### config.mk
export PLATFORM = sky130hd
export DESIGN_NAME = base64_stream_decoder_top
export DESIGN_NICKNAME = d
export VERILOG_FILES = /design/src/design/b64d_pkg.sv /design/src/design/base64_stream_decoder_top.sv
export SDC_FILE = /design/constraint.sdc
export NUM_CORES = 1
export LEC_CHECK = 0
export BUFFER_PORTS_ARGS = -buffer_cell sky130_fd_sc_hd__buf_4
export CAP_MARGIN = 20
export CELL_PAD_IN_SITES_DETAIL_PLACEMENT = 0
export CELL_PAD_IN_SITES_GLOBAL_PLACEMENT = 1
export CORE_MARGIN = 10
export CORE_UTILIZATION = 33
export DETAILED_ROUTE_END_ITERATION = 10
export PLACE_DENSITY_LB_ADDON = 0.1
export SETUP_SLACK_MARGIN = 0.02
export SYNTH_ARGS = -nofsm -noshare
export SYNTH_HDL_FRONTEND = slang
export SYNTH_SLANG_ARGS = --single-unit
### constraint.sdc
create_clock -name clock -period 4.6 [get_ports clock]
set_input_delay 0.46 -clock clock [delete_from_list [all_inputs] [get_ports clock]]
set_output_delay 0.46 -clock clock [all_outputs]
set_load 0.03 [all_outputs]
### src/design/b64d_pkg.sv
// ----------------------------------------------------------------------------
// b64d_pkg
// Shared types, widths and character codes for the base64 stream decoder.
// ----------------------------------------------------------------------------
package b64d_pkg;

   localparam int CHAR_W  = 8;
   localparam int LEN_W   = 13;
   localparam int SEXT_W  = 6;
   localparam int ACC_W   = 12;
   localparam int HELD_W  = 4;
   localparam int REQ_TDATA_W = 24;
   localparam int RSP_TDATA_W = 24;

   localparam logic [CHAR_W-1:0] CHAR_SPACE = 8'h20;
   localparam logic [CHAR_W-1:0] CHAR_TAB   = 8'h09;
   localparam logic [CHAR_W-1:0] CHAR_CR    = 8'h0d;
   localparam logic [CHAR_W-1:0] CHAR_PAD   = 8'h3d;
   localparam logic [CHAR_W-1:0] CHAR_PLUS  = 8'h2b;
   localparam logic [CHAR_W-1:0] CHAR_SLASH = 8'h2f;
   localparam logic [CHAR_W-1:0] CHAR_UP_A  = 8'h41;
   localparam logic [CHAR_W-1:0] CHAR_UP_Z  = 8'h5a;
   localparam logic [CHAR_W-1:0] CHAR_LO_A  = 8'h61;
   localparam logic [CHAR_W-1:0] CHAR_LO_Z  = 8'h7a;
   localparam logic [CHAR_W-1:0] CHAR_ZERO  = 8'h30;
   localparam logic [CHAR_W-1:0] CHAR_NINE  = 8'h39;

   localparam logic [SEXT_W-1:0] SEXT_LOWER = 6'd26;
   localparam logic [SEXT_W-1:0] SEXT_DIGIT = 6'd52;
   localparam logic [SEXT_W-1:0] SEXT_PLUS  = 6'd62;
   localparam logic [SEXT_W-1:0] SEXT_SLASH = 6'd63;

   localparam logic [HELD_W-1:0] BYTE_BITS  = 4'd8;
   localparam logic [HELD_W-1:0] SEXT_BITS  = 4'd6;

   typedef struct packed {
      logic              ok;
      logic [SEXT_W-1:0] val;
   } sextet_type;

   typedef struct packed {
      logic [LEN_W-1:0]  decoded_length;
      logic              text_done;
      logic              byte_valid;
      logic [CHAR_W-1:0] data_byte;
   } rsp_word_type;

   function automatic sextet_type sextet_of(input logic [CHAR_W-1:0] c);
      sextet_type s;
      logic [CHAR_W-1:0] d;
      s.ok  = 1'b1;
      s.val = '0;
      d     = '0;
      if (c >= CHAR_UP_A && c <= CHAR_UP_Z) begin
         d     = c - CHAR_UP_A;
         s.val = d[SEXT_W-1:0];
      end else if (c >= CHAR_LO_A && c <= CHAR_LO_Z) begin
         d     = c - CHAR_LO_A;
         s.val = d[SEXT_W-1:0] + SEXT_LOWER;
      end else if (c >= CHAR_ZERO && c <= CHAR_NINE) begin
         d     = c - CHAR_ZERO;
         s.val = d[SEXT_W-1:0] + SEXT_DIGIT;
      end else if (c == CHAR_PLUS) begin
         s.val = SEXT_PLUS;
      end else if (c == CHAR_SLASH) begin
         s.val = SEXT_SLASH;
      end else begin
         s.ok  = 1'b0;
      end
      return s;
   endfunction

   function automatic logic is_blank(input logic [CHAR_W-1:0] c);
      return (c == CHAR_SPACE) || (c >= CHAR_TAB && c <= CHAR_CR);
   endfunction

endpackage

### src/design/base64_stream_decoder_top.sv
// ----------------------------------------------------------------------------
// base64_stream_decoder_top
// Decodes a base64 character stream into bytes, one character per cycle while req_tready is high.
// ----------------------------------------------------------------------------
// Usage:
//   req channel: one character per word. tdata[7:0] is the character,
//   tdata[20:8] the byte limit for the current string; tlast marks the last
//   character of a string.
//   rsp channel: a word comes out when a byte is kept or a string ends.
//   tdata[7:0] is the byte (zero when none), tdata[20:8] the count of bytes
//   kept so far, tuser says a byte is present, tlast marks end of string.
//   Each word is registered in the output buffer before rsp_tvalid. Throughput
//   is one character per cycle while req_tready is high; the decode state
//   updates in the cycle a word is accepted, so there is no dependency stall.
//   A two-entry output buffer sits on the rsp side: outside reset, req_tready
//   drops only when both entries hold words. A stall on rsp lets one more
//   word in, then req_tready stays low through the cycle in which the
//   receiver takes a word.
//   Reset (synchronous, active high) clears the decode state and empties
//   the output buffer; req_tready is low while reset is asserted.
//   Bytes past the smaller of the word's limit and MAX_PAYLOAD are dropped.
// ----------------------------------------------------------------------------
module base64_stream_decoder_top #(
   parameter int MAX_PAYLOAD = 4096
) (
   input  logic                                clock,
   input  logic                                reset,
   input  logic                                req_tvalid,
   output logic                                req_tready,
   // [7:0] in_char, [20:8] length_limit, [23:21] zero
   input  logic [b64d_pkg::REQ_TDATA_W-1:0]    req_tdata,
   input  logic                                req_tlast,
   output logic                                rsp_tvalid,
   input  logic                                rsp_tready,
   // [7:0] data_byte, [20:8] decoded_length, [23:21] zero
   output logic [b64d_pkg::RSP_TDATA_W-1:0]    rsp_tdata,
   // [0] byte_valid
   output logic                                rsp_tuser,
   output logic                                rsp_tlast
);
   import b64d_pkg::*;

   localparam int LenMaxInt = (1 << LEN_W) - 1;
   localparam int CapInt    = (MAX_PAYLOAD > LenMaxInt) ? LenMaxInt : MAX_PAYLOAD;
   localparam logic [LEN_W-1:0] MaxCap = LEN_W'(CapInt);

   logic [ACC_W-1:0]  acc_ff,   acc_in;
   logic [HELD_W-1:0] held_ff,  held_in;
   logic              pad_ff,   pad_in;
   logic [LEN_W-1:0]  kept_ff,  kept_in;

   rsp_word_type out_ff, out_in, skid_ff, skid_in;
   logic         out_valid_ff, out_valid_in, skid_valid_ff, skid_valid_in;

   logic              accept, take, push;
   logic [CHAR_W-1:0] in_char;
   logic [LEN_W-1:0]  length_limit, eff_limit;
   sextet_type        sext;
   logic [ACC_W-1:0]  acc_new;
   logic [HELD_W-1:0] held_sum, held_new;
   logic [CHAR_W-1:0] byte_new;
   logic              have_byte;
   rsp_word_type      word_new;

   assign in_char      = req_tdata[CHAR_W-1:0];
   assign length_limit = req_tdata[CHAR_W +: LEN_W];
   assign eff_limit    = (length_limit > MaxCap) ? MaxCap : length_limit;

   assign req_tready = !skid_valid_ff && !reset;
   assign accept     = req_tvalid && req_tready;
   assign take       = out_valid_ff && rsp_tready;

   // decode one character against the current state
   always_comb begin
      sext      = sextet_of(in_char);
      acc_new   = {acc_ff[ACC_W-SEXT_W-1:0], sext.val};
      held_sum  = held_ff + SEXT_BITS;
      held_new  = (held_sum >= BYTE_BITS) ? held_sum - BYTE_BITS : held_sum;
      case (held_new)
         4'd0:    byte_new = acc_new[7:0];
         4'd2:    byte_new = acc_new[9:2];
         4'd4:    byte_new = acc_new[11:4];
         default: byte_new = '0;
      endcase

      acc_in    = acc_ff;
      held_in   = held_ff;
      pad_in    = pad_ff;
      kept_in   = kept_ff;
      have_byte = 1'b0;

      if (!pad_ff && !is_blank(in_char)) begin
         if (in_char == CHAR_PAD) begin
            pad_in = 1'b1;
         end else if (sext.ok) begin
            acc_in  = acc_new;
            held_in = held_new;
            if (held_sum >= BYTE_BITS && kept_ff < eff_limit) begin
               have_byte = 1'b1;
               kept_in   = kept_ff + LEN_W'(1);
            end
         end
      end

      word_new.data_byte      = have_byte ? byte_new : '0;
      word_new.byte_valid     = have_byte;
      word_new.text_done      = req_tlast;
      word_new.decoded_length = kept_in;

      // end of string clears everything after the result is formed
      if (req_tlast) begin
         acc_in  = '0;
         held_in = '0;
         pad_in  = 1'b0;
         kept_in = '0;
      end

      push = accept && (have_byte || req_tlast);
   end

   // two-entry output buffer
   always_comb begin
      out_in        = out_ff;
      skid_in       = skid_ff;
      out_valid_in  = out_valid_ff;
      skid_valid_in = skid_valid_ff;
      if (skid_valid_ff) begin
         if (take) begin
            out_in        = skid_ff;
            skid_valid_in = 1'b0;
         end
      end else if (push && out_valid_ff && !take) begin
         skid_in       = word_new;
         skid_valid_in = 1'b1;
      end else if (push) begin
         out_in       = word_new;
         out_valid_in = 1'b1;
      end else if (take) begin
         out_valid_in = 1'b0;
      end
   end

   always_ff @(posedge clock) begin
      if (reset) begin
         acc_ff        <= '0;
         held_ff       <= '0;
         pad_ff        <= 1'b0;
         kept_ff       <= '0;
         out_valid_ff  <= 1'b0;
         skid_valid_ff <= 1'b0;
      end else begin
         if (accept) begin
            acc_ff  <= acc_in;
            held_ff <= held_in;
            pad_ff  <= pad_in;
            kept_ff <= kept_in;
         end
         out_valid_ff  <= out_valid_in;
         skid_valid_ff <= skid_valid_in;
      end
   end

   always_ff @(posedge clock) begin
      out_ff  <= out_in;
      skid_ff <= skid_in;
   end

   assign rsp_tvalid = out_valid_ff;
   assign rsp_tdata  = {(RSP_TDATA_W-CHAR_W-LEN_W)'(0), out_ff.decoded_length,
                        out_ff.data_byte};
   assign rsp_tuser  = out_ff.byte_valid;
   assign rsp_tlast  = out_ff.text_done;

endmodule

==> impl_metrics.yaml, run 1 <==
worst_setup_path:
  slowest_stage: "dfxtp_1"
  r2r_end: "skid_ff[21]"
  cp-start-kind: "flop"
  worst-r2r-cell-count: 10
  endpoint: "skid_ff[21]"
  cp.arrival_ns: 3.62
  rrSetupSlack_ns: 0.99
  r2r-start: "held_ff[1]"
  worst_path_largest_cell_delay_ns: 0.52
  cp_common_cell: "buf_4"
  worstSetupEndpointType: "flop"
  cp_max_fo: 33
  crit_required_ns: 4.61
  path_class: "flop to flop"
  crit_path_start: "held_ff[1]"
  worstPathCellList: "clkinv_1 -> ha_1 -> xnor2_1 -> nand2b_1 -> a211oi_1 -> nand2_1 -> buf_4 -> o31a_1 -> nor3b_2 -> buf_4"
final_layout:
  diodes: 0
  postLayoutCoreUtil_pct: 40.22
  final_layout_size_suffix_gt1_share_pct: 17.48
  area_growth_pct: 18.05
  fin_cells: 708
  finalNetCount: 578
  n_fill_cell: 1367
clock_network:
  cts_setup_buffers: 0
  root_buffer: "clkbuf_16"
  insertion_delay_ns: 0.33
  path_clk_slew_ns: 0.06
  cts_resized: 0
  clock-sinks: 71
  cts-htree-levels: 3
  cts_hold_buf: 0
  cts_tree: "done"
  cts_buffers: 9
  clockBufferDepth: 2
sta:
  period_minus_slack_ns: 3.607
  maxSlewViolCount: 0
  finalCritPeriodShare_pct: 78.42
  holdWs_ns: 0.4409
  setup_viol: 0
  fmax_mhz: 277.2
  fin_ws_ns: 0.9926
  fin_worst_skew_ns: 0.007134
  hold_violations: 0
  worstMarginPinSlew_ns: 0.5258
  slew_headroom_pct: 64.73
  rsz0062_at_grt: "false"
  fin_setup_tns_ns: 0
synth:
  ys_ff_latch: 71
  ys_types: 73
  synth.cell_area_um2: 4548
  yosys_warnings: 0
  synthCells: 494
  ys_async_sr_fraction_pct: 0
  synth_edf_count: 46
  yosysSeqAreaShare_pct: 41.38
  syn_avg_cell_area_um2: 9.207
  ys_dominant_reg_cell: "edfxtp_1"
grt:
  grt_overflow: 0
  grt_pass1_wl_um: 20290
  grt_usage_pct: 13.47
  grt_max_degree: 37
  first_global_vias: 3691
  grt_antenna_before_repair: 0
route:
  routed_wl_um: 12580
  via_per_inst: 5.501
  drtIter0Drc: 331
  dr.pass1.iters: 5
  vias: 3895
  wire_per_inst_um: 17.76
  ant_nets: 0
  drc: 0
pwr:
  peakVddDrop_mv: 0.1681
  p_leak_nw: 1.982
  power.density_nw_per_um2: 308.1
floorplan:
  die_h_um: 137.4
  rows: 42
  initial_core_util_pct: 34.07
  die_x_um: 137.4
  ios: 57
  dieArea_um2: 18880
  core_um2: 13350
hold_path:
  min_path_cells: 3
  hp-class: "input port to flop"
place:
  place_congestion: 0.7939
  dp_slack_ns: 0.9820
  hpwlAfterDp_um: 9185
  dp.cells: 692
  portBuffers: 50
flow_run:
  drv_cap: 0
status:
  status: "complete, no violations"
flip-flops by register name, indices dropped and copies added, names as in the netlist:
| name | count |
|---|---|
| held_ff | 3 |
| skid_valid_ff | 1 |
| rsp_tlast | 1 |
| rsp_tvalid | 1 |
| skid_ff | 23 |
| rsp_tdata | 21 |
| pad_ff | 1 |
| acc_ff | 6 |
| kept_ff | 13 |
| rsp_tuser | 1 |
per-layer routing:
| layer | vias up | GRT usage, % | share of wire, % |
|---|---|---|---|
| met5 | - | 0 | 0 |
| li1 | 1963 | - | - |
| met1 | 1802 | 20.25 | 51 |
| met4 | 0 | 4.684 | 1.1 |
| met2 | 121 | 18.52 | 41 |
| met3 | 9 | 2.476 | 6.7 |
stage by stage:
| step | instance area [um^2] | total power, W |
|---|---|---|
| 2_1_floorplan | 4561 | 0.0008394 |
| 3_3_place_gp | 5031 | 0.0009010 |
| 3_5_place_dp | 5031 | 0.0009026 |
| 4_1_cts | 5369 | 0.001670 |
| 5_1_grt | 5369 | 0.001714 |
| 6_report | 5369 | 0.001654 |
area by class of cell:
| cell class | count | area, um^2 | area share (%) |
|---|---|---|---|
| multi-input cells | 371 | 2441 | 45.47 |
| flip-flops and latches | 71 | 1882 | 35.05 |
| repair buffers | 56 | 420.4 | 7.830 |
| clock buffers | 13 | 292.8 | 5.453 |
| well taps | 176 | 220.2 | 4.102 |
| inverters | 18 | 67.56 | 1.258 |
| clock inverters | 3 | 45.04 | 0.8390 |
power breakdown:
| part | total (W) | switching [W] | internal [W] |
|---|---|---|---|
| logic | 0.000200 | 0.000136 | 0.0000644 |
| registers | 0.000688 | 0.00000446 | 0.000684 |
| clock network | 0.000766 | 0.000265 | 0.000501 |
worst min path at each step:
stage / slack, ns / startpoint / end
after global placement: 0.45 / acc_ff[4] / acc_ff[4]
after detailed placement: 0.45 / acc_ff[4] / acc_ff[4]
after floorplan: 0.43 / acc_ff[4] / acc_ff[4]
after CTS: 0.44 / req_tlast / skid_ff[9]
after global routing: 0.45 / req_tlast / skid_ff[9]
final: 0.44 / req_tvalid / skid_valid_ff
cells in the final DEF (no fill, tap or decap), types with 3 or more instances in the layout:
| master | count |
|---|---|
| a211oi_1 | 4 |
| a21boi_0 | 3 |
| a21oi_1 | 19 |
| a22o_1 | 4 |
| a31oi_1 | 18 |
| and3_1 | 5 |
| and4_1 | 4 |
| buf_4 | 56 |
| clkbuf_16 | 11 |
| conb_1 | 3 |
| dfxtp_1 | 25 |
| edfxtp_1 | 46 |
| ha_1 | 22 |
| inv_1 | 16 |
| mux2i_1 | 4 |
| nand2_1 | 61 |
| nand2b_1 | 4 |
| nand3_1 | 26 |
| nand4_1 | 5 |
| nor2_1 | 36 |
| nor2b_1 | 3 |
| nor3_1 | 15 |
| nor4_1 | 7 |
| o2111ai_1 | 4 |
| o211ai_1 | 5 |
| o21a_1 | 3 |
| o21ai_0 | 16 |
| o221ai_1 | 5 |
| o311ai_0 | 3 |
| o31a_1 | 8 |
| o31ai_1 | 11 |
| o41ai_1 | 4 |
| or3_1 | 4 |
| or4_1 | 6 |
| or4_4 | 4 |
| xnor2_1 | 7 |
Yosys cell counts, drive strengths merged, types with 4 or more instances:
| master | count | area share, % |
|---|---|---|
| a211oi | 4 | 0.66 |
| a21boi | 4 | 0.66 |
| a21oi | 20 | 2.3 |
| a22o | 4 | 0.77 |
| a31oi | 18 | 2.5 |
| and3 | 5 | 0.69 |
| and4 | 4 | 0.77 |
| buf | 13 | 2.0 |
| clkbuf | 23 | 1.9 |
| dfxtp | 25 | 11 |
| edfxtp | 46 | 30 |
| ha | 22 | 6.1 |
| inv | 16 | 1.3 |
| mux2i | 4 | 0.88 |
| nand2 | 62 | 5.3 |
| nand2b | 4 | 0.55 |
| nand3 | 26 | 2.9 |
| nand4 | 5 | 0.69 |
| nor2 | 36 | 3.0 |
| nor3 | 16 | 2.0 |
| nor4 | 7 | 0.96 |
| o2111ai | 4 | 0.77 |
| o211ai | 5 | 0.83 |
| o21ai | 18 | 2.1 |
| o221ai | 6 | 1.3 |
| o311ai | 6 | 1.5 |
| o31a | 8 | 1.5 |
| o31ai | 11 | 1.8 |
| o41ai | 4 | 0.77 |
| or3 | 4 | 0.55 |
| or4 | 10 | 2.0 |
| xnor2 | 7 | 1.3 |
cells by family (layout without fill, tap and decap cells):
family | after synthesis | in the layout | share of synthesized area, %
AND/OR/NAND/NOR | 191 | 191 | 21.29
XOR/XNOR | 9 | 9 | 1.733
AO/OA/AOI/OAI | 140 | 140 | 22.75
multiplexers | 6 | 6 | 1.376
flip-flops | 71 | 71 | 41.38
adder cells (fa/ha/maj) | 22 | 22 | 6.052
other | 1 | 3 | 0.08245
buffers and inverters | 54 | 90 | 5.337
worst max-delay path: cells and delay by family (launching register included):
| family | cells | cell delay, ns |
|---|---|---|
| compound gates | 2 | 0.88 |
| fa+ha+maj | 1 | 0.32 |
| xor+xnor | 1 | 0.22 |
| buf+inv | 3 | 0.90 |
| simple gates | 3 | 0.43 |
| flops | 1 | 0.52 |
Note: power is estimated with default switching activity, not from simulation.
==> run 2, diff against run 1 <==
==> constraint.sdc (replaced) <==
create_clock -name clock -period 3.1 [get_ports clock]
set_input_delay 0.31 -clock clock [delete_from_list [all_inputs] [get_ports clock]]
set_output_delay 0.31 -clock clock [all_outputs]
set_load 0.03 [all_outputs]
==> run 2 against run 1 <==
Setup slack lost 0.58 ns. Count of clock-buffer cells in the layout shrank 1. Largest power group is now sequential cells. Via count grew 2.0%. Clock power grew 21%. Sequential power grew 48%. Largest cell class unchanged. Global-route usage grew 0.39 points. Critical endpoint is now skid_ff[18]. Combinational power grew 66%. Final cell count grew 3.8%. Worst hold slack lost 0.15 ns. Core utilization grew 1.7 points. Sequential share of layout area shrank 1.4 points.
==> impl_metrics.yaml, run 2 (synthesized netlist as in run 1, its figures left out) <==
final_layout:
  largest_reg_flops: 23
  diodes: 0
  layout_commonest_cell: "buf_4"
  postLayoutCoreUtil_pct: 41.93
  regMostFlops: "skid_ff"
  final_layout_size_suffix_gt1_share_pct: 23.08
  n_fill_cell: 1358
  fin_cells: 735
  final_cell_mix: "buf_4 (81), nand2_1 (57), edfxtp_1 (46)"
  area_growth_pct: 23.05
  finalNetCount: 605
clock_network:
  cts-htree-levels: 3
  clock-sinks: 71
  cts_resized: 0
  cts_setup_buffers: 0
  cts_tree: "done"
  cts_buffers: 9
  path_clk_slew_ns: 0.05
  root_buffer: "clkbuf_16"
  clockBufferDepth: 2
  insertion_delay_ns: 0.33
  cts_hold_buf: 0
grt:
  grt_usage_pct: 13.85
  grt_antenna_before_repair: 0
  grt_pass1_wl_um: 20760
  grt_overflow: 0
  grt_max_degree: 37
  first_global_vias: 3731
hold_path:
  min_path_cells: 3
  min_to: "skid_valid_ff"
  min_from: "req_tvalid"
  hp-class: "input port to flop"
flow_run:
  drv_cap: 0
worst_setup_path:
  worstSetupEndpointType: "flop"
  cp_max_fo: 19
  r2r_end: "skid_ff[18]"
  worst_path_largest_cell_delay_ns: 0.36
  crit_required_ns: 3.13
  slowest_stage: "o31a_1"
  rrSetupSlack_ns: 0.41
  r2r-start: "held_ff[1]"
  crit_path_start: "held_ff[1]"
  critical_path_buf_inv_count: 2
  cp-start-kind: "flop"
  cp.arrival_ns: 2.72
  worstPathCellList: "clkinv_2 -> ha_1 -> xnor2_1 -> nand2b_1 -> a211oi_4 -> nand2_2 -> o31a_1 -> nor3b_4 -> buf_12"
  path_class: "flop to flop"
  worst-r2r-cell-count: 9
  cp_num_cells: 9
  cp_top_family: "compound AO/OA/AOI/OAI gates"
pwr:
  power.density_nw_per_um2: 407.0
  p_int_w: 0.001691
  peakVddDrop_mv: 0.2518
  power_switching_w: 0.0005868
  power_switching_share_pct: 25.76
  power.share.clock_pct: 40.7
  fin_total_pwr_w: 0.002278
  p_leak_nw: 2.106
  pwr-share-comb_pct: 14.5
  seqPwrFrac_pct: 44.8
route:
  wire_per_inst_um: 17.50
  dr.pass1.iters: 5
  drtIter0Drc: 383
  routed_wl_um: 12870
  vias: 3974
  drc: 0
  ant_nets: 0
  via_per_inst: 5.407
sta:
  finalCritPeriodShare_pct: 86.84
  fin_ws_ns: 0.4078
  rsz0062_at_grt: "false"
  fmax_mhz: 371.4
  worstMarginPinSlew_ns: 0.5152
  slew_headroom_pct: 65.44
  setup_viol: 0
  period_minus_slack_ns: 2.692
  fin_setup_tns_ns: 0
  hold_violations: 0
  maxSlewViolCount: 0
  fin_worst_skew_ns: 0.006843
floorplan:
  die_x_um: 137.4
  initial_core_util_pct: 34.07
  dieArea_um2: 18880
  die_h_um: 137.4
  ios: 57
  core_um2: 13350
  rows: 42
place:
  place_congestion: 0.8244
  dp.cells: 719
  portBuffers: 50
  dp_slack_ns: 0.1928
  hpwlAfterDp_um: 9742
status:
  status: "complete, no violations"
run 2: cell count changes in the layout (fill, tap and decap cells not counted), sizes merged:
| cell | change |
|---|---|
| clkinv | +3 |
| clkinvlp | -1 |
| buf | +27 |
| bufinv | -1 |
| clkbuf | -1 |
run 2: final cells by class:
type                            count  area [um^2]  share of cell area (%)
Sequential cell                    71         1882                   33.62
Clock buffer                       12        246.5                   4.404
Inverter                           18        68.82                   1.230
Timing Repair Buffer               83        648.1                   11.58
Tap cell                          176        220.2                   3.935
Multi-Input combinational cell    371         2510                   44.85
Clock inverter                      4        21.27                  0.3801
run 2: how the worst max path moves through the flow:
stage | endpoint
global placement | skid_ff[21]
floorplan | rsp_tdata[0]
detailed placement | skid_ff[19]
finish | skid_ff[18]
global route | rsp_tdata[14]
CTS | skid_ff[16]
run 2: worst reg2reg max path, cell delays in order (launching register included):
cell      delay [ns]
dfxtp_1         0.34
clkinv_2        0.15
ha_1            0.26
xnor2_1         0.23
nand2b_1        0.15
a211oi_4        0.30
nand2_2         0.13
o31a_1          0.36
nor3b_4         0.26
buf_12          0.20
run 2: metrics by stage:
step	area (um^2)	hold slack [ns]
after floorplan	4657	0.4089
after global placement	5329	0.4507
after detailed placement	5329	0.4556
after CTS	5597	0.2891
after global routing	5597	0.3029
final	5597	0.2950
run 2: power by group through the flow:
stage | sequential [W] | combinational, W | clock (W)
finish | 0.00102 | 0.000331 | 0.000927
global route | 0.00102 | 0.000364 | 0.000998
CTS | 0.00102 | 0.000333 | 0.000954
detailed placement | 0.00104 | 0.000331 | 0
global placement | 0.00104 | 0.000331 | 0
floorplan | 0.00106 | 0.000195 | 0
run 2: layer usage:
layer  track usage (%)  up-vias  wire, um
met5                 0        -         0
met4             5.035        0       177
met3             2.549       11       836
met2             19.69      113      5441
met1             20.24     1836      6409
li1                  -     2014         -
==> run 3, diff against run 2 <==
--- a/config.mk
+++ b/config.mk
@@ -10,9 +10,10 @@
 export CELL_PAD_IN_SITES_DETAIL_PLACEMENT = 0
 export CELL_PAD_IN_SITES_GLOBAL_PLACEMENT = 1
 export CORE_MARGIN = 10
-export CORE_UTILIZATION = 33
+export CORE_UTILIZATION = 41
 export DETAILED_ROUTE_END_ITERATION = 10
 export PLACE_DENSITY_LB_ADDON = 0.1
+export REMOVE_ABC_BUFFERS = 1
 export SETUP_SLACK_MARGIN = 0.02
 export SYNTH_ARGS = -nofsm -noshare
 export SYNTH_HDL_FRONTEND = slang
==> run 3 against run 2 <==
Combinational power fell by 4%. Die area fell by 17%. Via count rose by 1.2%. Sequential share of layout area rose by 1.7 points. Non-clock buffer count fell by 8. Setup slack got worse by 0.0048 ns. Count of clock-buffer cells in the layout fell by 2. Clock power fell by 25%. Wire length fell by 4.3%. Clock skew rose by 0.0040 ns. Power fell by 11%.
==> impl_metrics.yaml, run 3 (synthesized netlist as in run 1, its figures left out) <==
sta:
  fin_ws_ns: 0.4030
  setup_viol: 0
  hold_violations: 0
  fin_worst_skew_ns: 0.01088
  period_minus_slack_ns: 2.697
  rsz0062_at_grt: "false"
  slew_headroom_pct: 62.39
  finalCritPeriodShare_pct: 87.00
  worstMarginPinSlew_ns: 0.5607
  fin_setup_tns_ns: 0
  fmax_mhz: 370.8
  maxSlewViolCount: 0
grt:
  grt_overflow: 0
  grt_antenna_before_repair: 0
  grt_max_degree: 37
  grt_pass1_wl_um: 20310
  grt_usage_pct: 15.42
  first_global_vias: 3856
hold_path:
  min_from: "req_tlast"
  hp-class: "input port to flop"
clock_network:
  cts_resized: 0
  clockBufferDepth: 2
  path_clk_slew_ns: 0.07
  cts_hold_buf: 0
  cts_setup_buffers: 0
  cts_buffers: 9
  insertion_delay_ns: 0.35
  clock-sinks: 71
  root_buffer: "clkbuf_8"
  cts_tree: "done"
  cts-htree-levels: 3
floorplan:
  core_um2: 10840
  initial_core_util_pct: 41.96
  ios: 57
  die_x_um: 125.3
  rows: 38
  die_h_um: 125.3
  dieArea_um2: 15710
worst_setup_path:
  rrSetupSlack_ns: 0.40
  r2r-start: "kept_ff[2]"
  crit_path_start: "kept_ff[2]"
  worst_path_largest_cell_delay_ns: 0.54
  slowest_stage: "dfxtp_1"
  worstSetupEndpointType: "flop"
  path_class: "flop to flop"
  cp-start-kind: "flop"
  cp.arrival_ns: 2.74
  cp_max_fo: 23
  worstPathCellList: "ha_1 -> nand3_1 -> a21boi_0 -> o311ai_2 -> nand2_1 -> o31a_1 -> nor3b_2 -> buf_12"
  crit_required_ns: 3.14
route:
  vias: 4023
  dr.pass1.iters: 5
  routed_wl_um: 12320
  via_per_inst: 5.822
  wl_met2_um: 5467
  drtIter0Drc: 318
  drt-met1-wl_um: 6000
  wire_per_inst_um: 17.82
  route.top_layer_used: "met4"
  wl_met3_um: 734
  drc: 0
  ant_nets: 0
pwr:
  peakVddDrop_mv: 0.2294
  power_switching_w: 0.0005452
  power_switching_share_pct: 26.87
  power.density_nw_per_um2: 380.5
  seqPwrFrac_pct: 50.2
  pwr-share-comb_pct: 15.6
  p_leak_nw: 2.018
  power.share.clock_pct: 34.2
  p_int_w: 0.001484
final_layout:
  diodes: 0
  area_growth_pct: 17.25
  layout_commonest_cell: "buf_4"
  largest_reg_flops: 23
  finalNetCount: 597
  final_layout_size_suffix_gt1_share_pct: 19.78
  final_cell_mix: "buf_4 (73), nand2_1 (61), edfxtp_1 (46)"
  regMostFlops: "skid_ff"
status:
  status: "complete, no violations"
place:
  place_congestion: 0.8094
  portBuffers: 50
  hpwlAfterDp_um: 8927
  dp_slack_ns: 0.05803
flow_run:
  drv_cap: 0
-- run 3: metal layers --
metal,vias to the layer above,track usage (%)
met5,-,0
met4,0,4.810
met3,6,2.957
met2,123,23.08
met1,1901,21.85
li1,1993,-
-- run 3: layout make-up --
type,instances,area [um^2]
clock buffers,10,127.6
clock inverters,6,51.30
fillers,1076,5508
inverters,18,67.56
multi-input cells,371,2441
flip-flops and latches,71,1882
well taps,140,175.2
repair buffers,75,588.1
-- run 3: power groups by stage --
stage          combinational [W]  clock, W  sequential, W
3_5_place_dp            0.000316         0        0.00104
4_1_cts                 0.000318  0.000717        0.00102
6_report                0.000317  0.000693        0.00102
5_1_grt                 0.000348  0.000745        0.00102
2_1_floorplan           0.000153         0        0.00106
3_3_place_gp            0.000313         0        0.00104
-- run 3: path summary, 6_finish.rpt --
check / cells after the start / endpoint
setup reg to reg: 8 / skid_ff[13]
setup / recovery: 8 / skid_ff[13]
hold / removal: 1 / skid_ff[9]
hold reg to reg: 1 / acc_ff[4]
-- run 3: critical path, delay by kind of cell, from the launching register on --
kind / cells / cell delay, ns
adders and majority gates: 1 / 0.31
and+or+nand+nor: 3 / 0.49
DFF: 1 / 0.54
buffers and inverters: 1 / 0.23
AOI/OAI and AO/OA: 3 / 0.81
-- run 3: stage by stage --
step / util (%) / hold WS [ns] / std cells / cell area, um^2 / total power (W)
floorplan: - / 0.3791 / 460 / 4380 / 0.001218
global placement: 47.54 / 0.4486 / 675 / 5154 / 0.001352
detailed placement: 47.54 / 0.4487 / 675 / 5154 / 0.001356
CTS: 49.19 / 0.2430 / 691 / 5333 / 0.002053
global route: 49.19 / 0.2504 / 691 / 5333 / 0.002114
finish: 49.19 / 0.2658 / 691 / 5333 / 0.002029
